===== src/hw/rtl/mts_ram.sv =====
// mts_ram: simple dual port synchronous ram, one write and one registered read
// self contained, no package needed
module mts_ram #(
  parameter int Depth = 64,
  parameter int Width = 32,
  localparam int AddrW = (Depth > 1) ? $clog2(Depth) : 1
) (
  input  logic             clk_i,
  input  logic             we_i,
  input  logic [AddrW-1:0] waddr_i,
  input  logic [Width-1:0] wdata_i,
  input  logic             re_i,
  input  logic [AddrW-1:0] raddr_i,
  output logic [Width-1:0] rdata_o
);

  logic [Width-1:0] mem [Depth];

  always_ff @(posedge clk_i) begin
    if (we_i) begin
      mem[waddr_i] <= wdata_i;
    end
  end

  always_ff @(posedge clk_i) begin
    if (re_i) begin
      rdata_o <= mem[raddr_i];
    end
  end

endmodule


===== config.mk =====
export PLATFORM = sky130hd
export DESIGN_NAME = mts_ram
export DESIGN_NICKNAME = d
export VERILOG_FILES = /design/src/hw/rtl/mts_ram.sv
export SDC_FILE = /design/constraint.sdc
export NUM_CORES = 2
export LEC_CHECK = 0
export ABC_AREA = 1
export BUFFER_PORTS_ARGS = -buffer_cell sky130_fd_sc_hd__buf_2
export CORE_AREA = 2 2 459 370
export DETAILED_ROUTE_END_ITERATION = 16
export DIE_AREA = 0 0 461 372
export MAX_ROUTING_LAYER = met4
export PLACE_DENSITY = 0.65
export SYNTH_ARGS = -nofsm -noshare
export SYNTH_HDL_FRONTEND = slang
export SYNTH_SLANG_ARGS = --single-unit
export TNS_END_PERCENT = 1

===== constraint.sdc =====
create_clock -name clk_i -period 5.72 [get_ports clk_i]
set_clock_uncertainty 0.2 [all_clocks]
set_input_delay 0.858 -clock clk_i [delete_from_list [all_inputs] [get_ports clk_i]]
set_output_delay 0.858 -clock clk_i [all_outputs]
set_load 0.05 [all_outputs]

### Yosys cells after proc, flatten, opt, wreduce, memory -nomap -nowiden

Memories as Yosys holds them, arrays and structs flattened. A register that Yosys moved wholly into a read port is not among the register bits.
Index checks and enable logic that the tools add are counted.

* flip-flop bits (word level): 0
* RAM bits: 2048
* input bits: 47
* memories: 1

Memories
* mem: depth 64, bits a word 32, read ports 1, clocked after memory_dff 1, wr ports 1, line 17 `logic [Width-1:0] mem [Depth];`

* muxes and demuxes: 2

Operators by type and width (count)
* $mux W1: 2

### Depth between registers and ports, before layout

* word-level depth: 2
* depth in mapped cells: 13

### Worst setup path before layout

OpenSTA, ideal clock, no wires.

* path type: input port to flip-flop
* start: input we_i
* end: memory mem[48][0] (enable)
* setup time: 502 ps
* arrival time: 4486 ps
* setup slack: 532 ps
* stages on the path: 3
* path through: clkbuf_1 nand4_1 nor4_1

* word-level cells in the longest chain between the ends: 2

Ends and longest elaborated chain
* start: declaration: line 9 `input logic we_i,`
* $mux W1: line 20 `if (we_i) begin`
* $mux W1 (implied by the code): line 21 `mem[waddr_i] <= wdata_i;`
* end: declaration: line 17

Every way passes these cells.

### Worst setup path in the final report

* start: input waddr_i[0]
* end: memory mem[62][8] (enable)

RTL lines
* start: declaration: line 10 `input logic [AddrW-1:0] waddr_i,`

Straight into the memory's write port.

==> impl_results.md <==
* Syn Nets at between 6000 and 7000
* Fraction of layout cells with a size suffix above 1 at 8.29%
* HPWL after DPL at 124 mm
* Clock transition at path regs at roughly 60 ps
* Status: finished with violations
* First-pass GRT wire length at around 350 mm
* Gp weighted congestion at 0.865
* Final nets at 6809
* Number of synthesized flops with an enable pin at 2080
* Via Count at ~54000
* Worst flop-to-flop path endpoint: rdata_o[0]
* H-tree levels at 4
* FF-to-FF Start: mem[14][0]
* Hold Startpoint: wdata_i[6]
* CTS tree: built
* Initial Util at ~50%
* Max Buffers Root-to-Sink at 3
* Synth area leaders: edfxtp_1 75%, nand3_1 11%, nand2_1 10%
* Failing checks: max-capacitance violations
* Final Max Tran Viols at 0
* CP Data Arrival Time at between 3000 and 4000 ps
* Area share of the largest cell type after synthesis at 75.2%
* Worst min-delay path class: input port to flip-flop
* Worst Hold Path Cells at 2
* Die Ht at 372 µm
* Clk root buf: clkbuf_16
* Crit path launch type: input port
* Vias in the first global route at 50606
* Die ar. at 171000 µm²
* Gr ovfl total at 0
* 1st-iter DRT viols at approximately 8200
* Hold Path Sink: mem[55][6]
* Combinational share of power at between 6 and 7%
* Drt pass-1 iters at 7
* Area grow syn2layout at 10.8%
* Fin crit period at approximately 3500 ps
* Max incr delay on CP at 1390 ps
* R2r worst-path depth at 8
* Synth Instances at 6769
* Post-route setup TNS at 0 ps
* Sw Pwr at 7.24 mW
* Rel. slew slack at roughly 1.9%
* Worst-skew pair later-pin latency at 840 ps
* Worst vdd ir at about 0.00028 V
* DRC violations left at 0
* Final setup fails at 0
* Post-synthesis cell area at 83100 µm²
* Cts hold-fix bufs at 0
* Switching part of the total power at about a quarter
* Num CTS Buffers at 195
* IO Count at 79
* Asr flop ratio synth at 0%
* WL per Instance at roughly 26 µm
* Critical path, cell by cell: buf_2, inv_1, nand4_1, nor2_4
* Slew @ Worst Pin at 1470 ps
* Leakage power at 32.1 nW
* Drt total wl at 237 mm
* CP required at 5960 ps
* Slowest cell on crit path: nor2_4
* Reg power frac at 54.5%
* RSZ-0062 raised after global routing: no
* Power Dens Cells at 338 nW/µm²
* Row Count at 135
* Crit Path Class: input port to flip-flop
* Final ANT Viol Nets at 0
* CTS Sinks at 2080
* Unique masters post-synth at 15
* Avg Inst Size Synth at approximately 12 µm²
* Core area at 168000 µm²
* Gr usage total at 28.4%
* #FFs+latches synth at 2080
* Final period utilization at 60.7%
* Final Hold Fails at 0
* Bufs and invs on worst path at 2
* Internal power at 23.9 mW
* Ys Warns at 0
* Tot Pwr at 31.1 mW
* Post-CTS resize count at 0
* Max Cap Violations at 1
* Die X at 461 µm
* Crit end category: flip-flop
* Crit path max fanout at 32
* Post-synth top cells: 2248 x nand2_1, 2080 x edfxtp_1, 1907 x nand3_1
* Largest net degree at the start of global routing at about 190
* Max Fclk at approximately 0.29 GHz
* Main flop type after synthesis: edfxtp_1
* Setup Buffers After CTS at 0
* Cell with the most instances after synthesis: nand2_1
* Yosys top cell by area: edfxtp_1
* Post-DR vias/cell at between 5 and 6
* Worst path top cell family by delay: simple AND/OR/NAND/NOR gates
* Reg-to-reg slack, setup at 3580 ps
* Antenna violations before repair at 19
* Number of port buffers at 78
* Seq/Total Area, Yosys at 75.2%
* Clock share of power at 38.9%
[cell type report]
class                           count  area, µm²
Inverter                           12       81.3
Antenna cell                       13       32.5
Multi-Input combinational cell   4228      18800
Timing Repair Buffer              245       2030
Tap cell                         2260       2830
Sequential cell                  2080      62500
Clock inverter                    111        598
Fill cell                       13767      75500
Clock buffer                      246       5220
[power groups by stage]
| stage | Clock [mW] | Combinational, mW | Sequential (mW) |
|---|---|---|---|
| after floorplan | 0 | 1.04 | 17.3 |
| after global placement | 0 | 1.99 | 17.3 |
| after detailed placement | 0 | 2.02 | 17.3 |
| after CTS | 12.2 | 2.02 | 17.0 |
| after global routing | 12.8 | 2.19 | 17.0 |
| final | 12.1 | 2.05 | 17.0 |
[registers in the layout, summed over array words and instances, names as in the netlist]
register	flops
mem	2048
rdata_o	32
[worst max path at each step]
stage	cells past startpoint	slack (ps)	to	start
floorplan	3	530	mem[48][0]	we_i
global placement	4	1520	mem[62][22]	waddr_i[0]
detailed placement	4	1480	mem[62][22]	waddr_i[0]
CTS	4	2370	mem[62][4]	waddr_i[0]
global route	4	2230	mem[62][30]	waddr_i[0]
finish	4	2250	mem[62][8]	waddr_i[0]
[cell usage in the layout (no fill, tap or decap), types with 5 or more instances in the layout]
| cell type | Yosys | final |
|---|---|---|
| buf_12 | 0 | 28 |
| clkinv_1 | 0 | 53 |
| inv_6 | 0 | 5 |
| inv_1 | 9 | 7 |
| clkbuf_1 | 77 | 44 |
| nor4_2 | 0 | 8 |
| nand2_1 | 2248 | 2248 |
| buf_2 | 282 | 73 |
| nor2_4 | 0 | 56 |
| nand3_1 | 1907 | 1907 |
| nand4_1 | 9 | 9 |
| diode_2 | 0 | 13 |
| buf_4 | 45 | 140 |
| edfxtp_1 | 2080 | 2080 |
| clkbuf_16 | 0 | 202 |
| clkinv_2 | 0 | 46 |
[worst reg2reg max path, cell delays in order (launching register included)]
cell      delay (ps)
edfxtp_1         470
nand2_1          120
nand3_1           80
nand3_1          100
nand3_1          150
nand3_1          370
nand2_1          110
nand2_1          200
nand2_1           90
[layer usage]
layer	GRT usage, %	vias up	part of all wire, %
met5	-	-	0
met4	8.85	0	3.0
met3	5.45	378	11
met2	40.2	2972	44
met1	41.5	26910	42
li1	-	24150	-
[metrics by stage]
stage | hold WS [ps] | utilization, % | cell area (µm²) | worst slack [ps] | instances
2_1_floorplan | 597 | - | 83100 | 532 | 6769
3_3_place_gp | 669 | 51.4 | 86200 | 1520 | 8825
3_5_place_dp | 668 | 51.4 | 86200 | 1480 | 8825
4_1_cts | 470 | 54.9 | 92000 | 2370 | 9182
5_1_grt | 525 | 54.9 | 92000 | 2230 | 9192
6_report | 511 | 54.9 | 92000 | 2250 | 9195
[cell families after synthesis]
kind of cell,synth area share (%)
AND/OR/NAND/NOR,22.0
flip-flops,75.2
buffers and inverters,2.77
(Power assumes the default switching activity.)
