===== config.mk =====
export PLATFORM = sky130hd
export DESIGN_NAME = mts_ctrl
export DESIGN_NICKNAME = d
export VERILOG_FILES = /design/src/hw/rtl/mts_pkg.sv /design/src/hw/rtl/mts_ctrl.sv
export SDC_FILE = /design/constraint.sdc
export NUM_CORES = 1
export LEC_CHECK = 0
export ABC_AREA = 1
export BUFFER_PORTS_ARGS = -buffer_cell sky130_fd_sc_hd__buf_2
export CORE_ASPECT_RATIO = 0.75
export CORE_UTILIZATION = 47
export CTS_BUF_LIST = sky130_fd_sc_hd__clkbuf_2
export DETAILED_ROUTE_END_ITERATION = 12
export GPL_ROUTABILITY_DRIVEN = 0
export GPL_TIMING_DRIVEN = 1
export PLACE_DENSITY = 0.84
export REMOVE_ABC_BUFFERS = 1
export SLEW_MARGIN = 10
export SYNTH_ARGS = -nofsm -noshare
export SYNTH_HDL_FRONTEND = slang
export SYNTH_SLANG_ARGS = --single-unit

===== constraint.sdc =====
create_clock -name clk_i -period 2.9 [get_ports clk_i]
set_input_delay 0.29 -clock clk_i [delete_from_list [all_inputs] [get_ports clk_i]]
set_output_delay 0.29 -clock clk_i [all_outputs]
set_load 0.01 [all_outputs]

===== src/hw/rtl/mts_pkg.sv =====
// mts_pkg: shared sizes, operation and status codes, sequencer states and
// the memory request struct of the min tracking stack
// depends on nothing
package mts_pkg;

  localparam int DEPTH      = 64;
  localparam int DATA_WIDTH = 32;
  localparam int ADDR_W     = (DEPTH > 1) ? $clog2(DEPTH) : 1;
  localparam int CNT_W      = $clog2(DEPTH + 1);

  typedef enum logic [1:0] {
    KIND_PUSH  = 2'd0,
    KIND_POP   = 2'd1,
    KIND_QUERY = 2'd2
  } kind_e;

  typedef enum logic [1:0] {
    ST_OK    = 2'd0,
    ST_EMPTY = 2'd1,
    ST_FULL  = 2'd2
  } status_e;

  typedef enum logic {
    S_IDLE = 1'b0,
    S_RESP = 1'b1
  } state_e;

  typedef struct packed {
    logic                  we;
    logic [ADDR_W-1:0]     waddr;
    logic [DATA_WIDTH-1:0] val_wdata;
    logic [DATA_WIDTH-1:0] min_wdata;
    logic                  re;
    logic [ADDR_W-1:0]     val_raddr;
    logic [ADDR_W-1:0]     min_raddr;
  } mem_req_t;

endpackage


===== src/hw/rtl/mts_ctrl.sv =====
// mts_ctrl: request sequencer, entry count and result logic of the stack
// depends on mts_pkg; drives the two ram instances through mem_req_t
module mts_ctrl (
  input  logic                          clk_i,
  input  logic                          rst_ni,
  input  logic                          start,
  output logic                          busy,
  input  logic [1:0]                    kind_i,
  input  logic [mts_pkg::DATA_WIDTH-1:0] push_value_i,
  output mts_pkg::mem_req_t             mem_req_o,
  input  logic [mts_pkg::DATA_WIDTH-1:0] val_rdata_i,
  input  logic [mts_pkg::DATA_WIDTH-1:0] min_rdata_i,
  output logic                          valid_o,
  output logic [1:0]                    status_o,
  output logic [mts_pkg::DATA_WIDTH-1:0] popped_value_o,
  output logic                          min_valid_o,
  output logic [mts_pkg::DATA_WIDTH-1:0] min_value_o
);

  import mts_pkg::*;

  state_e                 state_q, state_d;
  logic [CNT_W-1:0]       count_q, count_d;
  logic [1:0]             kind_q, kind_d;
  logic [DATA_WIDTH-1:0]  value_q, value_d;
  logic [CNT_W-1:0]       cnt_m1, cnt_m2;
  logic                   is_empty, is_full;
  logic signed [DATA_WIDTH-1:0] top_min, push_v;
  logic [DATA_WIDTH-1:0]  new_min;

  assign cnt_m1   = count_q - CNT_W'(1);
  assign cnt_m2   = count_q - CNT_W'(2);
  assign is_empty = (count_q == '0);
  assign is_full  = (count_q == CNT_W'(DEPTH));
  assign top_min  = $signed(min_rdata_i);
  assign push_v   = $signed(value_q);
  assign new_min  = (!is_empty && (top_min < push_v)) ? min_rdata_i : value_q;

  always_ff @(posedge clk_i or negedge rst_ni) begin
    if (!rst_ni) begin
      state_q <= S_IDLE;
      count_q <= '0;
    end else begin
      state_q <= state_d;
      count_q <= count_d;
    end
  end

  always_ff @(posedge clk_i) begin
    kind_q  <= kind_d;
    value_q <= value_d;
  end

  always_comb begin
    state_d        = state_q;
    count_d        = count_q;
    kind_d         = kind_q;
    value_d        = value_q;
    mem_req_o      = '0;
    busy           = 1'b0;
    valid_o        = 1'b0;
    status_o       = ST_OK;
    popped_value_o = '0;
    min_valid_o    = 1'b0;
    min_value_o    = '0;

    unique case (state_q)
      S_IDLE: begin
        // top entry reads; a pop also needs the minimum one below the top
        mem_req_o.val_raddr = cnt_m1[ADDR_W-1:0];
        mem_req_o.min_raddr = (kind_i == KIND_POP) ? cnt_m2[ADDR_W-1:0]
                                                   : cnt_m1[ADDR_W-1:0];
        if (start) begin
          mem_req_o.re = 1'b1;
          kind_d       = kind_i;
          value_d      = push_value_i;
          state_d      = S_RESP;
        end
      end
      S_RESP: begin
        busy    = 1'b1;
        valid_o = 1'b1;
        state_d = S_IDLE;
        case (kind_q)
          KIND_PUSH: begin
            if (is_full) begin
              status_o    = ST_FULL;
              min_valid_o = 1'b1;
              min_value_o = min_rdata_i;
            end else begin
              mem_req_o.we        = 1'b1;
              mem_req_o.waddr     = count_q[ADDR_W-1:0];
              mem_req_o.val_wdata = value_q;
              mem_req_o.min_wdata = new_min;
              count_d             = count_q + CNT_W'(1);
              min_valid_o         = 1'b1;
              min_value_o         = new_min;
            end
          end
          KIND_POP: begin
            if (is_empty) begin
              status_o = ST_EMPTY;
            end else begin
              count_d        = cnt_m1;
              popped_value_o = val_rdata_i;
              if (count_q > CNT_W'(1)) begin
                min_valid_o = 1'b1;
                min_value_o = min_rdata_i;
              end
            end
          end
          KIND_QUERY: begin
            if (is_empty) begin
              status_o = ST_EMPTY;
            end else begin
              min_valid_o = 1'b1;
              min_value_o = min_rdata_i;
            end
          end
          default: begin
            // unused code: no change, report current minimum
            if (!is_empty) begin
              min_valid_o = 1'b1;
              min_value_o = min_rdata_i;
            end
          end
        endcase
      end
      default: begin
        state_d = S_IDLE;
      end
    endcase
  end

endmodule


-- Word level (Yosys, flattened, before mapping)
Index checks and enable logic that the tools add are counted.
Widths: inputs -> output; s select.
- input port bits: 101
- flip-flop bits (word level): 42
- output and inout port bits: 153
- word-level logic and storage cells: 54
- $add $sub $neg: 3
- bitwise logic cells: 1
- order comparisons: 2
- reduce and logical (&&, ||, !) cells: 8
- equal/unequal tests: 6
- multiplexer cells: 30
- operators with widths (operator ; count):
    $mux 32 ; 9
    $mux 71 ; 3
    $pmux 32 s2 ; 1
    $lt 32x32->1 ; 1
    $mux 7 ; 2
    $pmux 7 s2 ; 1
    $mux 13 ; 1
    $add 7x1->7 const B ; 1
    $eq 7x7->1 const B ; 1
    $gt 7x1->1 const B ; 1
    $logic_not 7->1 ; 1
    $mux 1 ; 7
    $sub 7x1->7 const B ; 1
    $mux 6 ; 1
    $sub 6x2->6 const B ; 1
    $eq 2x1->1 const B ; 2
    $mux 2 ; 2
    $ne 2x2->1 const B ; 2
    $pmux 1 s2 ; 2
    $pmux 2 s2 ; 1
    $reduce_and 4->1 ; 1
    $eq 2x2->1 const B ; 1
    $logic_not 2->1 ; 1
    $reduce_and 2->1 ; 1
    other kinds (5) ; 5

-- Logic depth before layout (Yosys ltp)
Gate-level depths: netlist of run 1.
- word-level depth: 7
- gate-level depth with buffers: 18
- depth with buffers taken out: 17

-- Least setup slack after synthesis of run 1
No wires, ideal clock.
- kind: register to output
- start point: register state_q
- end point: output mem_req_o[12] (netlist name)
- stages on the path, launching flop included: 4
- slack: 0.092 ns
- required time: 2.610 ns
- data arrival time: 2.518 ns
- buffers on the path: 2
- path through: dfrtp_1 clkbuf_1 nor2_1 buf_4
- RTL lines (item ; RTL line ; text):
    start: declaration ; mts_ctrl.sv:22 ; state_e state_q, state_d;
    start signal: assignment ; mts_ctrl.sv:44 ; state_q <= state_d;
    end: declaration ; mts_ctrl.sv:10 ; output mts_pkg::mem_req_t mem_req_o,

-- Final worst setup path of run 1
- start point: register value_q[27] (netlist: push_v[27])
- end point: output min_value_o[24] (netlist name)
- word-level cells in the longest chain between the ends: 6
- ends and longest elaborated chain (item ; RTL line ; text):
    start: declaration ; mts_ctrl.sv:25 ; logic [DATA_WIDTH-1:0] value_q, value_d;
    start signal: assignment ; mts_ctrl.sv:51 ; value_q <= value_d;
    $lt 32x32->1 ; mts_ctrl.sv:37 ; assign new_min = (!is_empty && (top_min < push_v)) ? min_rdata_i : value_q;
    $logic_and 1x1->1 ; mts_ctrl.sv:37 ;
    $mux 32 ; mts_ctrl.sv:37 ;
    $mux 32 ; mts_ctrl.sv:86 ; if (is_full) begin
    $pmux 32 s2 ; mts_ctrl.sv:84 ; case (kind_q)
    $mux 32 ; mts_ctrl.sv:67 ; unique case (state_q)
    end: declaration ; mts_ctrl.sv:17 ; output logic [mts_pkg::DATA_WIDTH-1:0] min_value_o
Every way passes these cells.

==> results.json, run 1 <==
{
  "num-nets-final": 1138,
  "fin_util_pct": 76.3,
  "rsz0062_at_grt": "true",
  "ys.flop_type": "edfxtp_1",
  "min_path_type": "in -> reg",
  "timing.fmax_ghz": 0.331,
  "area_delta_synth_final_pct": 54.7,
  "reg2reg_slack_ns": 0.56,
  "synthTopCellsByCount": "138 x nor2_1, 112 x a21oi_1, 111 x nand2_1",
  "antenna_found_initial": 0,
  "final.setup.worst_slack_ns": -0.120,
  "tightest_slew_ns": 0.590,
  "die_y_um": 87.3,
  "track_usage_pct": 33.2,
  "clk_path_buf_depth": 2,
  "violations": "setup timing",
  "cts_root_buf": "clkbuf_2",
  "maxSlewViolCount": 0,
  "ant_nets": 0,
  "grt_max_degree": 36,
  "slowest_stage": "edfxtp_1",
  "first_iter_violations": 583,
  "cts_buffers": 5,
  "vias_per_cell": 5.45,
  "yosys.area.top_type": "edfxtp_1",
  "dp_hpwl_um": 11500,
  "critPathMaxFanout": 25,
  "num-fill-cells": 702,
  "crit_family": "simple AND/OR/NAND/NOR gates",
  "core_area_um2": 9230,
  "synth_top_area_share_pct": 22.4,
  "overflow": 0,
  "peakVddDrop_uv": 384,
  "cp.buffers_inverters": 3,
  "hold-worst-slack_ns": 0.0639,
  "synth_area_leaders": "edfxtp_1 22%, a21oi_1 12%, nor2_1 11%",
  "power_density_nw_per_um2": 468,
  "num_rows": 30,
  "tritoncts": "yes",
  "multi_input_area_um2": 3190,
  "post-place-ws_ns": 0.255,
  "cellLeakagePower_uw": 0.00378,
  "tns_ns": -4.49,
  "drive_gt1_share_pct": 42.1,
  "seq_area_frac_synth_pct": 26.8,
  "ff_latch_area_um2": 1220,
  "hold_violations": 0,
  "fin_skew_ns": 0.0187,
  "cp.arrival_ns": 2.73,
  "startpoint_type": "register",
  "ys_seq_elements": 42,
  "wl_per_cell_um": 15.7,
  "initial_utilization_pct": 49.3,
  "async_flop_share_pct": 19.0,
  "grt_pass1_vias": 5572,
  "totalWireLength_um": 17700,
  "path_class": "reg -> out",
  "cts.reportedPaths.clkPinSlew_ns": 0.24,
  "die_area_um2": 10100,
  "synth.most_common_cell": "nor2_1",
  "post-route-min-period_ns": 3.02,
  "postSynthCellCount": 705,
  "cpPeakStageDelay_ns": 0.43,
  "status": "finished with violations",
  "antenna_cells": 0,
  "vias": 6137,
  "clock_sinks": 42,
  "synth_edf_count": 34,
  "first_pass_iters": 6,
  "required_ns": 2.61,
  "drv_cap": 0,
  "syn-cell-area_um2": 4560,
  "slew_headroom_pct": 60.6,
  "synth.distinct_cells": 34,
  "io_buffers": 253,
  "finalSetupViolCount": 64,
  "drc_errors": 0,
  "setup.worst_path.end_class": "primary output",
  "yosys_warnings": 0,
  "htreeDepth": 2,
  "clock_latency_ns": 0.44,
  "grt_pass1_wl_um": 26200,
  "syn_area_per_cell_um2": 6.46,
  "die_w_um": 116,
  "pin_count": 254,
  "finalCritPeriodShare_pct": 104,
  "path_cells": "inv_2 -> ha_4 -> a21oi_2 -> o21ai_1 -> nand2_1 -> o211ai_1 -> nor2_2 -> nand2_4 -> nand2_4 -> nand3_4 -> buf_12 -> nand2_1 -> nand3_1 -> a21oi_2 -> buf_2"
}
cell usage in the layout, fill, tap and decap left out, drive strengths merged:
cell         count
a221oi           1
o22ai            1
ha              40
buf            295
a211oi           1
a21boi           1
o21a             2
a22oi            1
xor2             2
clkbuf           6
dlygate4sd3     34
dfrtp            8
xnor2            3
edfxtp          34
nor3             2
nand2          112
nand3           41
o21ai           19
o211ai           2
nand4           34
a21oi          118
clkinv           4
nor2           141
inv             95
a31oi            1
where the power goes:
group          leakage (µW)  switching, µW  total [µW]  internal, µW
combinational       0.00332           1360        2220           865
clock             0.0000304            215         274          59.2
sequential         0.000423           74.5         806           732
total               0.00378           1640        3300          1660
registers in the layout, indices dropped and copies added, names as in the netlist:
register / count
count_q: 7
push_v: 32
state_q: 1
kind_q: 2
final cells by class:
type	count	area share, %
Clock buffer	6	0.426
Multi-Input combinational cell	522	45.2
Clock inverter	2	0.124
Timing Repair Buffer	329	29.4
Inverter	97	5.20
Sequential cell	42	17.3
Tap cell	128	2.27
path summary, 6_finish.rpt:
check	endpoint	depth (start not counted)	start
setup / recovery	min_value_o[24]	15	push_v[27]
hold / removal	push_v[16]	1	push_value_i[16]
setup reg to reg	count_q[4]	14	count_q[1]
hold reg to reg	count_q[0]	2	count_q[0]
max in group asynchronous	count_q[6]	2	rst_ni
min in group asynchronous	count_q[0]	2	rst_ni
worst reg2reg max path, cell delays in order (launching register included):
cell	delay (ns)
dfrtp_1	0.45
inv_2	0.11
ha_2	0.21
inv_1	0.08
nor2_4	0.12
inv_2	0.05
nor2_4	0.09
inv_2	0.06
nor2_4	0.12
inv_4	0.11
buf_4	0.20
o211ai_2	0.33
inv_2	0.14
nand2_1	0.08
o21ai_0	0.08
logic make-up after synthesis:
family / count (synthesis) / synth area share, %
xor+xnor: 5 / 0.961
flops: 42 / 26.8
fa+ha+maj: 40 / 11.0
buf+inv: 141 / 12.8
simple gates: 330 / 31.2
compound gates: 147 / 17.3
per-layer routing:
metal | routed length, µm | global-route usage, %
met4 | 550 | 13.5
met2 | 8280 | 57.0
met5 | 0 | 0
met3 | 1700 | 5.29
met1 | 7180 | 41.7
repair_timing:
item / CTS / global route
gates resized for setup: 92 / 24
setup endpoints to repair: 130 / 98
pin swaps: 11 / 3
hold buffers: 24 / 10
buffers inserted: 19 / 2
hold endpoints to repair: 31 / 10
gates cloned: 2 / 0
stage by stage:
step	total power [µW]	area, µm²	instances
final	3300	7050	1126
after global placement	2660	5980	1061
after global routing	3530	7050	1126
after CTS	3180	6840	1114
after floorplan	1990	4340	661
after detailed placement	2690	5980	1061
No activity file was read; power rests on OpenSTA's default activity.
==> run 2, diff against run 1 <==
- SETUP_SLACK_MARGIN: not set -> 0.2
==> results.json, run 2 (same netlist as run 1, synthesis figures left out) <==
{
  "status": "finished with violations",
  "violations": "setup timing",
  "drive_gt1_share_pct": 44.5,
  "num-nets-final": 1152,
  "drc_errors": 0,
  "min_path_type": "in -> reg",
  "grt_max_degree": 36,
  "cts_root_buf": "clkbuf_2",
  "cp.buffers_inverters": 3,
  "fin_skew_ns": 0.0259,
  "tightest_slew_ns": 0.606,
  "path_class": "reg -> out",
  "overflow": 0,
  "crit_end": "min_value_o[4]",
  "io_buffers": 253,
  "post-route-min-period_ns": 3.15,
  "die_y_um": 87.3,
  "totalWireLength_um": 19100,
  "drv_cap": 0,
  "cellLeakagePower_uw": 0.00388,
  "slew_headroom_pct": 59.5,
  "hold_violations": 0,
  "die_w_um": 116,
  "final.setup.worst_slack_ns": -0.250,
  "required_ns": 2.61,
  "core_area_um2": 9230,
  "vias_per_cell": 5.52,
  "antenna_found_initial": 0,
  "track_usage_pct": 33.7,
  "layout_common_cells": "253 x buf_2, 125 x nor2_1, 97 x nand2_1",
  "tritoncts": "yes",
  "timing.fmax_ghz": 0.317,
  "peakVddDrop_uv": 381,
  "r2r-end": "count_q[4]",
  "rsz0062_at_grt": "true",
  "first_iter_violations": 621,
  "clock_latency_ns": 0.45,
  "grt_pass1_wl_um": 26500,
  "power_uw": 3490,
  "num_rows": 30,
  "maxSlewViolCount": 0,
  "cts_buffers": 5,
  "setup.worst_path.end_class": "primary output",
  "htreeDepth": 2,
  "finalCritPeriodShare_pct": 109,
  "wl_per_cell_um": 16.7,
  "reg2reg_slack_ns": 0.61,
  "vias": 6295,
  "clk_path_buf_depth": 2,
  "cts.reportedPaths.clkPinSlew_ns": 0.23,
  "pin_count": 254,
  "antenna_cells": 0,
  "cpPeakStageDelay_ns": 0.44,
  "grt_pass1_vias": 5563,
  "r2r_start": "count_q[1]",
  "first_pass_iters": 6,
  "critPathMaxFanout": 25,
  "final_common_cell": "buf_2",
  "path_cells": "inv_2 -> ha_1 -> a21oi_1 -> o21a_1 -> nand2_1 -> nand2_1 -> nand2_2 -> nand2_4 -> nand2_4 -> nand2_4 -> nand3_4 -> buf_12 -> nand2_1 -> nand3_2 -> a21oi_2 -> buf_2",
  "initial_utilization_pct": 49.3,
  "crit_start": "push_v[5]",
  "finalSetupViolCount": 64,
  "rr_worst_depth": 14,
  "area_delta_synth_final_pct": 60.3,
  "startpoint_type": "register",
  "largest_reg_flops": 32,
  "cp.depth": 16,
  "hold-worst-slack_ns": 0.0613,
  "ant_nets": 0,
  "crit_family": "simple AND/OR/NAND/NOR gates",
  "ff_latch_area_um2": 1220,
  "slowest_stage": "edfxtp_1",
  "cp.arrival_ns": 2.86,
  "power_density_nw_per_um2": 478,
  "clock_sinks": 42,
  "die_area_um2": 10100,
  "multi_input_area_um2": 3260,
  "fin_util_pct": 79.1,
  "dp_hpwl_um": 11500,
  "num-fill-cells": 646
}
[run 2: cell types whose count changed in the layout (fill, tap and decap cells not counted), moves of 2 or more]
cell | before | now
a21oi_1 | 89 | 85
inv_2 | 27 | 29
buf_4 | 29 | 37
clkbuf_16 | 0 | 3
nand2_2 | 7 | 9
nand3_1 | 25 | 21
buf_6 | 3 | 5
nand3_2 | 14 | 18
nand2_1 | 99 | 97
a21oi_2 | 29 | 33
ha_4 | 13 | 15
inv_1 | 67 | 65
[run 2: worst min-delay path by stage]
stage	startpoint	end	slack, ns	cells after the start
5_1_grt	push_value_i[16]	push_v[16]	0.02	1
6_report	push_value_i[16]	push_v[16]	0.06	1
3_3_place_gp	rst_ni	count_q[0]	0.15	1
3_5_place_dp	rst_ni	count_q[0]	0.15	1
4_1_cts	push_value_i[11]	push_v[11]	0.0005	1
2_1_floorplan	rst_ni	count_q[0]	-0.006	0
[run 2: power by group]
part | internal (µW) | leakage (µW) | switching [µW]
Sequential | 733 | 0.000421 | 62.9
Combinational | 974 | 0.00343 | 1440
Clock | 59.1 | 0.0000304 | 223
[run 2: what timing repair did]
item	4_1_cts	5_1_grt
endpoints found under the hold margin	31	10
resized for setup	103	36
gates cloned	2	5
endpoints found under the setup margin	132	132
pin swaps	9	5
hold buffers	24	10
buffers inserted	19	11
[run 2: layer usage]
metal | up-vias | part of all wire, % | wire length [µm] | track usage (%)
met1 | 2781 | 40 | 7580 | 42.9
li1 | 2944 | - | - | -
met5 | - | 0 | 0 | 0
met4 | 0 | 3.9 | 743 | 14.0
met3 | 92 | 9.9 | 1890 | 5.22
met2 | 478 | 46 | 8850 | 57.4
[run 2: final cells by class]
type / count / area share (%)
clock buffer: 6 / 0.411
clock inverter: 2 / 0.120
inverter: 97 / 5.09
multi-input combinational: 522 / 44.6
sequential: 42 / 16.8
tap: 128 / 2.19
timing repair buffer: 343 / 30.8
[run 2: per-stage QoR]
step                setup TNS [ns]  cell area, µm²  worst slack, ns  instances
global route                -19.63            7300           -0.373       1140
floorplan                   -10.05            4340           -0.306        661
finish                      -12.31            7300           -0.250       1140
detailed placement               0            5980            0.255       1061
CTS                         -0.413            6890          -0.0215       1114
global placement                 0            5980            0.285       1061
